File: src/sv/blvm_pkg.sv
package blvm_pkg;

  // Width of an ADC sample and of the three threshold registers
  localparam int unsigned SampleBits = 12;
  localparam int unsigned RunBits    = 8;
  localparam int unsigned TimeBits   = 32;
  localparam int unsigned CfgIdxBits = 3;

  localparam logic [RunBits-1:0] RunMax = {RunBits{1'b1}};

  // Register defaults after reset
  localparam logic [SampleBits-1:0] CriticalLevelRst = SampleBits'(2091);
  localparam logic [SampleBits-1:0] WarnLevelRst     = SampleBits'(2146);
  localparam logic [SampleBits-1:0] RearmLevelRst    = SampleBits'(2160);
  localparam logic [RunBits-1:0]    CriticalSampRst  = RunBits'(10);
  localparam logic [RunBits-1:0]    WarnSampRst      = RunBits'(10);
  localparam logic [TimeBits-1:0]   ReminderRst      = TimeBits'(5 * 60 * 1000);

  typedef enum logic [CfgIdxBits-1:0] {
    CfgEnable        = 3'd0,
    CfgCriticalLevel = 3'd1,
    CfgWarnLevel     = 3'd2,
    CfgRearmLevel    = 3'd3,
    CfgCriticalSamp  = 3'd4,
    CfgWarnSamp      = 3'd5,
    CfgReminder      = 3'd6
  } cfg_idx_e;

  typedef enum logic [2:0] {
    BandCritical  = 3'd0,
    BandLow       = 3'd1,
    BandGap       = 3'd2,
    BandRecovered = 3'd3,
    BandIgnored   = 3'd4
  } band_e;

  typedef enum logic [1:0] {
    PromptNone     = 2'd0,
    PromptFirst    = 2'd1,
    PromptReminder = 2'd2
  } prompt_e;

  typedef struct packed {
    logic                  enable;
    logic [SampleBits-1:0] critical_level;
    logic [SampleBits-1:0] warn_level;
    logic [SampleBits-1:0] rearm_level;
    logic [RunBits-1:0]    critical_samples;
    logic [RunBits-1:0]    warn_samples;
    logic [TimeBits-1:0]   reminder_ms;
  } cfg_t;

  typedef struct packed {
    logic [RunBits-1:0]  low_run;
    logic [RunBits-1:0]  critical_run;
    logic                warned;
    logic [TimeBits-1:0] last_prompt_ms;
  } state_t;

  typedef struct packed {
    logic [SampleBits-1:0] sample;
    logic                  sample_ok;
    logic [TimeBits-1:0]   now_ms;
  } item_t;

  typedef struct packed {
    prompt_e prompt;
    logic    power_off;
    band_e   band;
    logic    warned;
  } result_t;

endpackage

File: src/sv/blvm_cfg_regs.sv
module blvm_cfg_regs
  import blvm_pkg::*;
(
  input  logic                  clk_i,
  input  logic                  rst_ni,
  input  logic                  cfg_valid_i,
  input  logic [CfgIdxBits-1:0] cfg_index_i,
  input  logic [TimeBits-1:0]   cfg_data_i,
  output cfg_t                  cfg_o
);

  cfg_t cfg_q, cfg_d;

  // Decode the register index and merge the write word
  always_comb begin
    cfg_d = cfg_q;
    if (cfg_valid_i) begin
      unique case (cfg_index_i)
        CfgEnable:        cfg_d.enable           = cfg_data_i[0];
        CfgCriticalLevel: cfg_d.critical_level   = cfg_data_i[SampleBits-1:0];
        CfgWarnLevel:     cfg_d.warn_level       = cfg_data_i[SampleBits-1:0];
        CfgRearmLevel:    cfg_d.rearm_level      = cfg_data_i[SampleBits-1:0];
        CfgCriticalSamp:  cfg_d.critical_samples = cfg_data_i[RunBits-1:0];
        CfgWarnSamp:      cfg_d.warn_samples     = cfg_data_i[RunBits-1:0];
        CfgReminder:      cfg_d.reminder_ms      = cfg_data_i;
        default:          cfg_d = cfg_q;
      endcase
    end
  end

  always_ff @(posedge clk_i or negedge rst_ni) begin
    if (!rst_ni) begin
      cfg_q.enable           <= 1'b0;
      cfg_q.critical_level   <= CriticalLevelRst;
      cfg_q.warn_level       <= WarnLevelRst;
      cfg_q.rearm_level      <= RearmLevelRst;
      cfg_q.critical_samples <= CriticalSampRst;
      cfg_q.warn_samples     <= WarnSampRst;
      cfg_q.reminder_ms      <= ReminderRst;
    end else begin
      cfg_q <= cfg_d;
    end
  end

  assign cfg_o = cfg_q;

endmodule

File: src/sv/blvm_step.sv
module blvm_step
  import blvm_pkg::*;
(
  input  cfg_t    cfg_i,
  input  state_t  state_i,
  input  item_t   item_i,
  output state_t  state_o,
  output result_t result_o
);

  logic               crit_adv;
  logic               low_adv;
  logic [RunBits-1:0] crit_inc;
  logic [RunBits-1:0] low_inc;
  logic [TimeBits-1:0] elapsed;
  logic               reminder_due;

  // Saturating run counters and elapsed time since the last prompt
  assign crit_adv     = (state_i.critical_run != RunMax);
  assign low_adv      = (state_i.low_run != RunMax);
  assign crit_inc     = crit_adv ? state_i.critical_run + RunBits'(1) : state_i.critical_run;
  assign low_inc      = low_adv ? state_i.low_run + RunBits'(1) : state_i.low_run;
  assign elapsed      = item_i.now_ms - state_i.last_prompt_ms;
  assign reminder_due = (elapsed >= cfg_i.reminder_ms);

  // Classify the sample and update the state; order of tests decides
  always_comb begin
    state_o            = state_i;
    result_o.prompt    = PromptNone;
    result_o.power_off = 1'b0;
    result_o.band      = BandIgnored;
    if (cfg_i.enable && item_i.sample_ok) begin
      priority if (item_i.sample <= cfg_i.critical_level) begin
        result_o.band        = BandCritical;
        state_o.low_run      = '0;
        state_o.critical_run = crit_inc;
        result_o.power_off   = crit_adv && (crit_inc == cfg_i.critical_samples);
      end else if (item_i.sample <= cfg_i.warn_level) begin
        result_o.band        = BandLow;
        state_o.critical_run = '0;
        if (!state_i.warned) begin
          state_o.low_run = low_inc;
          if (low_adv && (low_inc == cfg_i.warn_samples)) begin
            result_o.prompt        = PromptFirst;
            state_o.warned         = 1'b1;
            state_o.last_prompt_ms = item_i.now_ms;
          end
        end else if (reminder_due) begin
          result_o.prompt        = PromptReminder;
          state_o.last_prompt_ms = item_i.now_ms;
        end
      end else if (item_i.sample >= cfg_i.rearm_level) begin
        result_o.band          = BandRecovered;
        state_o.low_run        = '0;
        state_o.critical_run   = '0;
        state_o.warned         = 1'b0;
        state_o.last_prompt_ms = '0;
      end else begin
        result_o.band        = BandGap;
        state_o.low_run      = '0;
        state_o.critical_run = '0;
      end
    end
    result_o.warned = state_o.warned;
  end

endmodule

File: src/sv/battery_low_voltage_monitor.sv
// Battery undervoltage monitor with hysteresis.
// Input channel: one word per ADC sample (sample_i, sample_ok_i, now_ms_i),
// taken at a rising edge with in_valid_i high and in_stall_o low.
// Output channel: one word per input word (prompt_o, power_off_o, band_o,
// warned_o), taken at a rising edge with out_valid_o high and out_stall_i low.
// Configuration: cfg_valid_i/cfg_ready_o with cfg_index_i and cfg_data_i;
// cfg_ready_o is always high. Write registers only while the block is idle.
// A word accepted into the input register is shown once it moves on into the
// result register. Throughput: one word per cycle while the receiver does not
// stall; the input register and the result register are separated by the band
// compare, the run counters and one 32-bit subtract-and-compare for the reminder
// timer. When the receiver stalls, the result register holds; an empty input
// register still takes one more word before in_stall_o rises.
// Reset clears the run counters, warned latch, prompt time and both valid
// flags, and loads the register defaults with the monitor disabled.
module battery_low_voltage_monitor
  import blvm_pkg::*;
(
  input  logic                  clk_i,
  input  logic                  rst_ni,
  input  logic                  in_valid_i,
  output logic                  in_stall_o,
  input  logic [SampleBits-1:0] sample_i,
  input  logic                  sample_ok_i,
  input  logic [TimeBits-1:0]   now_ms_i,
  output logic                  out_valid_o,
  input  logic                  out_stall_i,
  output logic [1:0]            prompt_o,
  output logic                  power_off_o,
  output logic [2:0]            band_o,
  output logic                  warned_o,
  input  logic                  cfg_valid_i,
  output logic                  cfg_ready_o,
  input  logic [CfgIdxBits-1:0] cfg_index_i,
  input  logic [TimeBits-1:0]   cfg_data_i
);

  cfg_t    cfg;
  item_t   item_q;
  logic    in_valid_q;
  logic    in_accept;
  logic    advance;
  state_t  state_q, state_d;
  result_t res_d, res_q;
  logic    out_valid_q;

  assign cfg_ready_o = 1'b1;

  blvm_cfg_regs u_cfg (
    .clk_i       (clk_i),
    .rst_ni      (rst_ni),
    .cfg_valid_i (cfg_valid_i),
    .cfg_index_i (cfg_index_i),
    .cfg_data_i  (cfg_data_i),
    .cfg_o       (cfg)
  );

  // Move the input word on when the result register is free or being drained
  assign advance    = in_valid_q && (!out_valid_q || !out_stall_i);
  assign in_stall_o = in_valid_q && !advance;
  assign in_accept  = in_valid_i && !in_stall_o;

  // Input register
  always_ff @(posedge clk_i or negedge rst_ni) begin
    if (!rst_ni) begin
      in_valid_q <= 1'b0;
    end else if (in_accept) begin
      in_valid_q <= 1'b1;
    end else if (advance) begin
      in_valid_q <= 1'b0;
    end
  end

  always_ff @(posedge clk_i) begin
    if (in_accept) begin
      item_q.sample    <= sample_i;
      item_q.sample_ok <= sample_ok_i;
      item_q.now_ms    <= now_ms_i;
    end
  end

  blvm_step u_step (
    .cfg_i    (cfg),
    .state_i  (state_q),
    .item_i   (item_q),
    .state_o  (state_d),
    .result_o (res_d)
  );

  // Commit monitor state as the word passes into the result register
  always_ff @(posedge clk_i or negedge rst_ni) begin
    if (!rst_ni) begin
      state_q <= '0;
    end else if (advance) begin
      state_q <= state_d;
    end
  end

  // Result register
  always_ff @(posedge clk_i or negedge rst_ni) begin
    if (!rst_ni) begin
      out_valid_q <= 1'b0;
    end else if (!out_valid_q || !out_stall_i) begin
      out_valid_q <= in_valid_q;
    end
  end

  always_ff @(posedge clk_i) begin
    if (advance) begin
      res_q <= res_d;
    end
  end

  assign out_valid_o = out_valid_q;
  assign prompt_o    = res_q.prompt;
  assign power_off_o = res_q.power_off;
  assign band_o      = res_q.band;
  assign warned_o    = res_q.warned;

  // Power-off request only comes from a critical sample
  a_poff_critical: assert property (@(posedge clk_i) disable iff (!rst_ni)
    out_valid_o && power_off_o |-> band_o == BandCritical)
    else $error("power-off request outside critical band");

  // Any prompt comes from a low sample and leaves the latch set
  a_prompt_low: assert property (@(posedge clk_i) disable iff (!rst_ni)
    out_valid_o && prompt_o != PromptNone |-> band_o == BandLow && warned_o)
    else $error("prompt without low band or warned latch");

  // An ignored sample raises nothing
  a_ignored_quiet: assert property (@(posedge clk_i) disable iff (!rst_ni)
    out_valid_o && band_o == BandIgnored |-> prompt_o == PromptNone && !power_off_o)
    else $error("ignored sample raised an event");

  // Empty result register never back-pressures the input
  a_no_false_stall: assert property (@(posedge clk_i) disable iff (!rst_ni)
    !out_valid_o |-> !in_stall_o)
    else $error("input stalled with empty result register");

endmodule

File: config.mk
export PLATFORM = sky130hd
export DESIGN_NAME = battery_low_voltage_monitor
export DESIGN_NICKNAME = d
export VERILOG_FILES = /design/src/sv/blvm_pkg.sv /design/src/sv/blvm_cfg_regs.sv /design/src/sv/blvm_step.sv /design/src/sv/battery_low_voltage_monitor.sv
export SDC_FILE = /design/constraint.sdc
export NUM_CORES = 1
export LEC_CHECK = 0
export ABC_AREA = 1
export BUFFER_PORTS_ARGS = -buffer_cell sky130_fd_sc_hd__buf_4
export CAP_MARGIN = 20
export CORE_ASPECT_RATIO = 2
export CORE_UTILIZATION = 65
export CTS_CLUSTER_SIZE = 24
export DETAILED_ROUTE_END_ITERATION = 12
export PLACE_DENSITY_LB_ADDON = 0.15
export SYNTH_ARGS = -nofsm -noshare
export SYNTH_HDL_FRONTEND = slang
export SYNTH_SLANG_ARGS = --single-unit
export TNS_END_PERCENT = 30
File: constraint.sdc
create_clock -name clk_i -period 6.1 [get_ports clk_i]
set_input_delay 0.305 -clock clk_i [delete_from_list [all_inputs] [get_ports clk_i]]
set_output_delay 0.305 -clock clk_i [all_outputs]
set_load 0.02 [all_outputs]
==> reports/results.ini, run 1 <==
[placed_design]
pre_cts_slack_ns=1.39
placed_area_sq_mm=0.0121
numPlacedInstances=1680
port_buffers=93
place_congestion=0.992
dpl.hpwl_um=20700

[grt]
grt_first_pass_wirelength_um=45900
grt_pass1_vias=9875
gr-usage-met1_pct=33.6
antenna_found_initial=0
grt.met2_usage_pct=61.7
grt-ovfl-total=0
grt.met3_usage_pct=5.29
grt_usage_pct=33.7
grt_max_degree=70
busiest_layer=met2

[outcome]
status=finished with violations
violations=negative hold slack

[cts]
clk_pin_slew_ns=0.07
cts_resized=0
cts_hold_buffers=0
cts_tree=yes
htree_levels=4
clk_latency_ns=0.44
cts_buffers=17
cts.path.max_buffers=2
root_buffer=clkbuf_16
clock_sinks=188
post_cts_buffers=0

[drt]
vias=9653
ant_nets=0
wl_um=28000
drc=0
routed_via_density=5.63
drtIter0Drc=547
wl_per_cell_um=16.3
drt_pass1_iterations=7

[timing]
layout_setup_ws_ns=1.26
rsz0062_at_grt=false
drv_slew=0
final_min_period_over_clock_period_pct=79.4
min_period_ns=4.84
max_freq_ghz=0.207
tns_ns=0
relSlewSlack_pct=28.8
final_hold_viol_count=7
finalSetupViolations=0
tightest_slew_ns=1.07
whs_ns=-0.0169
skew_ns=0.0134

[die]
die_y_um=188
core_area_sq_mm=0.0168
placementRows=67
start_util_pct=67.0
dieArea_sq_mm=0.0179
pin_count=95
die_x_um=95.2

[setup_path]
critPathMaxFanout=32
startpoint_type=flop
cp-end-kind=flop
worstPathRequired_ns=6.41
critPathKind=flop to flop
reg2reg_setup_slack_ns=1.26
arrival_ns=5.16

[logic_synthesis]
synthCells=1403
syn_area_per_cell_sq_um=8.05
synth-edff-count=52
ys_warn_count=0
synth_cell_types=44
synth_nets=1590
ys_seq_area_share_pct=44.2
synthArstFlopShare_pct=72.3
synth.ff_latch_count=188
syn_area_sq_mm=0.0113
ys.flop_type=dfrtp_1

[cells_and_area]
fill_cells=1269
drive_gt1_share_pct=11.2
areaGrowthSynthToFinish_pct=13.1
final_cell_mix=nand2_1, inv_1, nor2_1
final_common_cell=nand2_1
fin_area_sq_mm=0.0128
fin_nets=1681
num_antenna_cells=0
final_util_pct=75.8
instances_no_fill=1714

[power]
max-vdd-ir-drop_mv=0.242
p_leak_nw=6.54
power_density_mw_per_mm2=290
power_mw=3.70

[job]
drv_cap=0

[hold_path]
hp-class=input port to asynchronous set/reset pin

-- synth_stat cells (6+ instances only) --
cell | n | share of area, %
ha_1 | 101 | 11
nand3_1 | 57 | 2.5
nor3_1 | 8 | 0.35
edfxtp_1 | 52 | 14
nand2_1 | 354 | 12
o21a_1 | 6 | 0.40
dfrtp_1 | 111 | 25
clkbuf_1 | 14 | 0.47
xnor2_1 | 8 | 0.62
nor2_1 | 126 | 4.2
xor2_1 | 28 | 2.2
a21oi_1 | 83 | 3.7
nand4_1 | 21 | 1.2
buf_2 | 7 | 0.31
o21ai_0 | 111 | 4.9
inv_1 | 237 | 7.9
dfstp_2 | 25 | 5.8
-- worst max-delay path, stage by stage, from the launching register on --
cell and delay (ns):
edfxtp_1 0.40, ha_1 0.38, a21oi_1 0.16, nand2_1 0.09, a21oi_1 0.36, o21bai_1 0.22, nand3_1 0.12, nand3_1 0.24
a21oi_1 0.27, xor2_1 0.09, ha_1 0.31, nand2_1 0.08, nor2_1 0.16, nand4_1 0.15, nor2_1 0.18, nand2_1 0.09
nand4_1 0.13, nand4_2 0.83, nand2_1 0.33, nand2_1 0.10
-- routing by layer --
metal  wire [um]  up-vias
met5           0        -
met2       15300      349
met3        1100      133
li1            -     4699
met1        9780     4472
met4        1830        0
-- sequential cells by signal (all words and copies together), names as in the netlist --
signal	count
state_q	49
item_q	45
warned_o	1
prompt_o	2
band_o	3
in_valid_q	1
u_cfg.cfg_o	85
out_valid_o	1
power_off_o	1
-- cell families after synthesis --
logic type               synth area share, %
other                                 0.0332
adder cells (fa/ha/maj)                 11.4
buffers and inverters                   9.02
flip-flops                              44.2
AO/OA/AOI/OAI                           10.8
XOR/XNOR                                2.94
AND/OR/NAND/NOR                         21.6
-- path summary, 6_finish.rpt --
path | from | to | cells after the start
worst max-delay path | item_q[2] | state_q[0] | 19
worst max register to register | item_q[2] | state_q[0] | 19
worst min-delay path | rst_ni | state_q[26] | 1
max in group asynchronous | rst_ni | u_cfg.cfg_o[58] | 2
worst min register to register | state_q[8] | state_q[8] | 2
min in group clk_i | sample_i[2] | item_q[35] | 1
-- report_power, final --
group | switching, mW | total, mW | leakage, nW | internal [mW]
registers | 0.103 | 1.59 | 2.19 | 1.49
logic | 0.622 | 0.991 | 4.08 | 0.369
clock network | 0.506 | 1.12 | 0.282 | 0.613
total | 1.23 | 3.70 | 6.54 | 2.47
-- area by class of cell --
cell class	instances	area [sq um]	area share [%]
clock buffers	18	429	3.36
inverters	237	890	6.97
clock inverters	14	159	1.24
flip-flops and latches	188	5000	39.1
multi-input cells	953	5280	41.4
well taps	207	259	2.03
repair buffers	97	753	5.90
Note: power is estimated with default switching activity, not from simulation.
==> inputs of run 2 (changes only) <==
--- a/config.mk
+++ b/config.mk
@@ -9,7 +9,7 @@
 export BUFFER_PORTS_ARGS = -buffer_cell sky130_fd_sc_hd__buf_4
 export CAP_MARGIN = 20
 export CORE_ASPECT_RATIO = 2
-export CORE_UTILIZATION = 65
+export CORE_UTILIZATION = 55
 export CTS_CLUSTER_SIZE = 24
 export DETAILED_ROUTE_END_ITERATION = 12
 export PLACE_DENSITY_LB_ADDON = 0.15
==> constraint.sdc (replaced) <==
create_clock -name clk_i -period 4.4 [get_ports clk_i]
set_input_delay 0.22 -clock clk_i [delete_from_list [all_inputs] [get_ports clk_i]]
set_output_delay 0.22 -clock clk_i [all_outputs]
set_load 0.02 [all_outputs]
==> run 2 against run 1 <==
  * The flow now finishes without violations
  * Cell count is 7.1% higher
  * Core utilization shrank 8.5 points
  * First-iteration DRC count is 17% lower
  * Design area is 5.4% higher
  * Sequential power grew 39%
  * Clock skew is 0.0037 ns lower
  * Die area rose by 18%
  * Count of clock-buffer cells in the layout is 4 higher
  * Critical endpoint is now state_q[6]
  * Largest power group unchanged
==> reports/results.ini, run 2 (same netlist as run 1, synthesis figures left out) <==
[die]
start_util_pct=56.4
core_area_sq_mm=0.0200
die_y_um=205
die_x_um=103
dieArea_sq_mm=0.0211
pin_count=95
placementRows=73

[cells_and_area]
final_cell_mix=nand2_1, inv_1, nor2_1
fin_area_sq_mm=0.0135
drive_gt1_share_pct=11.1
fill_cells=1709
multi_input_area_sq_mm=0.00529
regArea_sq_mm=0.00500
areaGrowthSynthToFinish_pct=19.2
fin_nets=1748
largest_register_ffs=85
num_antenna_cells=0
final_common_cell=nand2_1

[setup_path]
worstPathRequired_ns=4.80
critPathMaxFanout=16
cp-end-kind=flop
critPathKind=flop to flop
startpoint_type=flop
crit_start=item_q[1]
reg2reg_setup_slack_ns=0.28
arrival_ns=4.52
timing.rr.start=item_q[1]

[timing]
skew_ns=0.00966
final_min_period_over_clock_period_pct=93.7
min_period_ns=4.12
drv_slew=0
max_freq_ghz=0.243
relSlewSlack_pct=37.2
finalSetupViolations=0
final_hold_viol_count=0
tns_ns=0
whs_ns=0.0219
tightest_slew_ns=0.941

[cts]
cts.path.max_buffers=2
cts_buffers=17
htree_levels=4
clock_sinks=188
clk_latency_ns=0.46
cts_tree=yes
clk_pin_slew_ns=0.07
root_buffer=clkbuf_16

[grt]
grt.met3_usage_pct=5.29
gr-usage-met1_pct=27.4
grt.met2_usage_pct=54.6
grt_max_degree=100
busiest_layer=met2
grt_usage_pct=28.8
antenna_found_initial=0
grt_pass1_vias=9679
grt_first_pass_wirelength_um=45300
grt-ovfl-total=0

[drt]
vias=9693
wl_per_cell_um=15.6
routed_via_density=5.28
ant_nets=0
drtIter0Drc=453
drc=0
drt_pass1_iterations=5
wl_um=28700

[placed_design]
placed_area_sq_mm=0.0123
port_buffers=93
place_congestion=0.985
dpl.hpwl_um=21400

[hold_path]
min_from=cfg_data_i[12]
hp-class=input port to flop

[power]
power_mw=5.06
power_density_mw_per_mm2=376
max-vdd-ir-drop_mv=0.239
p_leak_nw=6.81

[job]
drv_cap=0

[outcome]
status=completed

run 2: report_power, final:
group	leakage [nW]	internal, mW	switching [mW]
logic	4.35	0.550	0.854
registers	2.19	2.06	0.142
clock network	0.272	0.782	0.664
run 2: layout make-up:
class	instances	share of cell area [%]
clock buffers	22	3.61
inverters	237	6.61
repair buffers	163	10.4
multi-input cells	954	39.3
clock inverters	10	0.474
flip-flops and latches	188	37.1
well taps	262	2.44
run 2: worst max-delay path: stages (launching register included):
cell      delay, ns
edfxtp_1       0.48
ha_1           0.33
nand3_1        0.10
nand2_1        0.12
a21oi_1        0.12
o21bai_1       0.36
a21boi_1       0.17
o21ai_0        0.38
nand2_1        0.15
nand3_1        0.11
nand2_1        0.09
ha_1           0.32
nand2_1        0.08
o21ai_0        0.22
nand2_1        0.07
a21oi_1        0.13
nor2_1         0.07
nand4_1        0.13
inv_1          0.15
nor2_8         0.31
nand2_1        0.10
nand2_1        0.07
run 2: path summary, 6_finish.rpt:
kind	to	cells after the start
max reg2reg	state_q[6]	21
min	u_cfg.cfg_o[12]	3
max	state_q[6]	21
min reg2reg	state_q[17]	2
min in group asynchronous	state_q[26]	2
max in group asynchronous	u_cfg.cfg_o[12]	3
run 2: layer usage:
metal  routed length, um  vias to the layer above  share of wire [%]
met1               10200                     4548                 35
li1                    -                     4826                  -
met5                   0                        -                  0
met3                 913                       93                3.2
met2               16100                      226                 56
met4                1530                        0                5.3
run 2: stage by stage:
step | worst slack (ns) | cells | utilization (%)
after global placement | 0.298 | 1741 | 61.3
after global routing | -0.0463 | 1836 | 67.3
after CTS | 0.148 | 1834 | 67.1
after floorplan | 0.993 | 1403 | -
after detailed placement | 0.173 | 1742 | 61.4
final | 0.278 | 1836 | 67.3
run 2: timing repair:
action | CTS | global route
endpoints found under the hold margin | 135 | 0
hold buffers | 60 | 0
setup buffers | 0 | 1
gates resized for setup | 0 | 1
setup endpoints to repair | 0 | 32
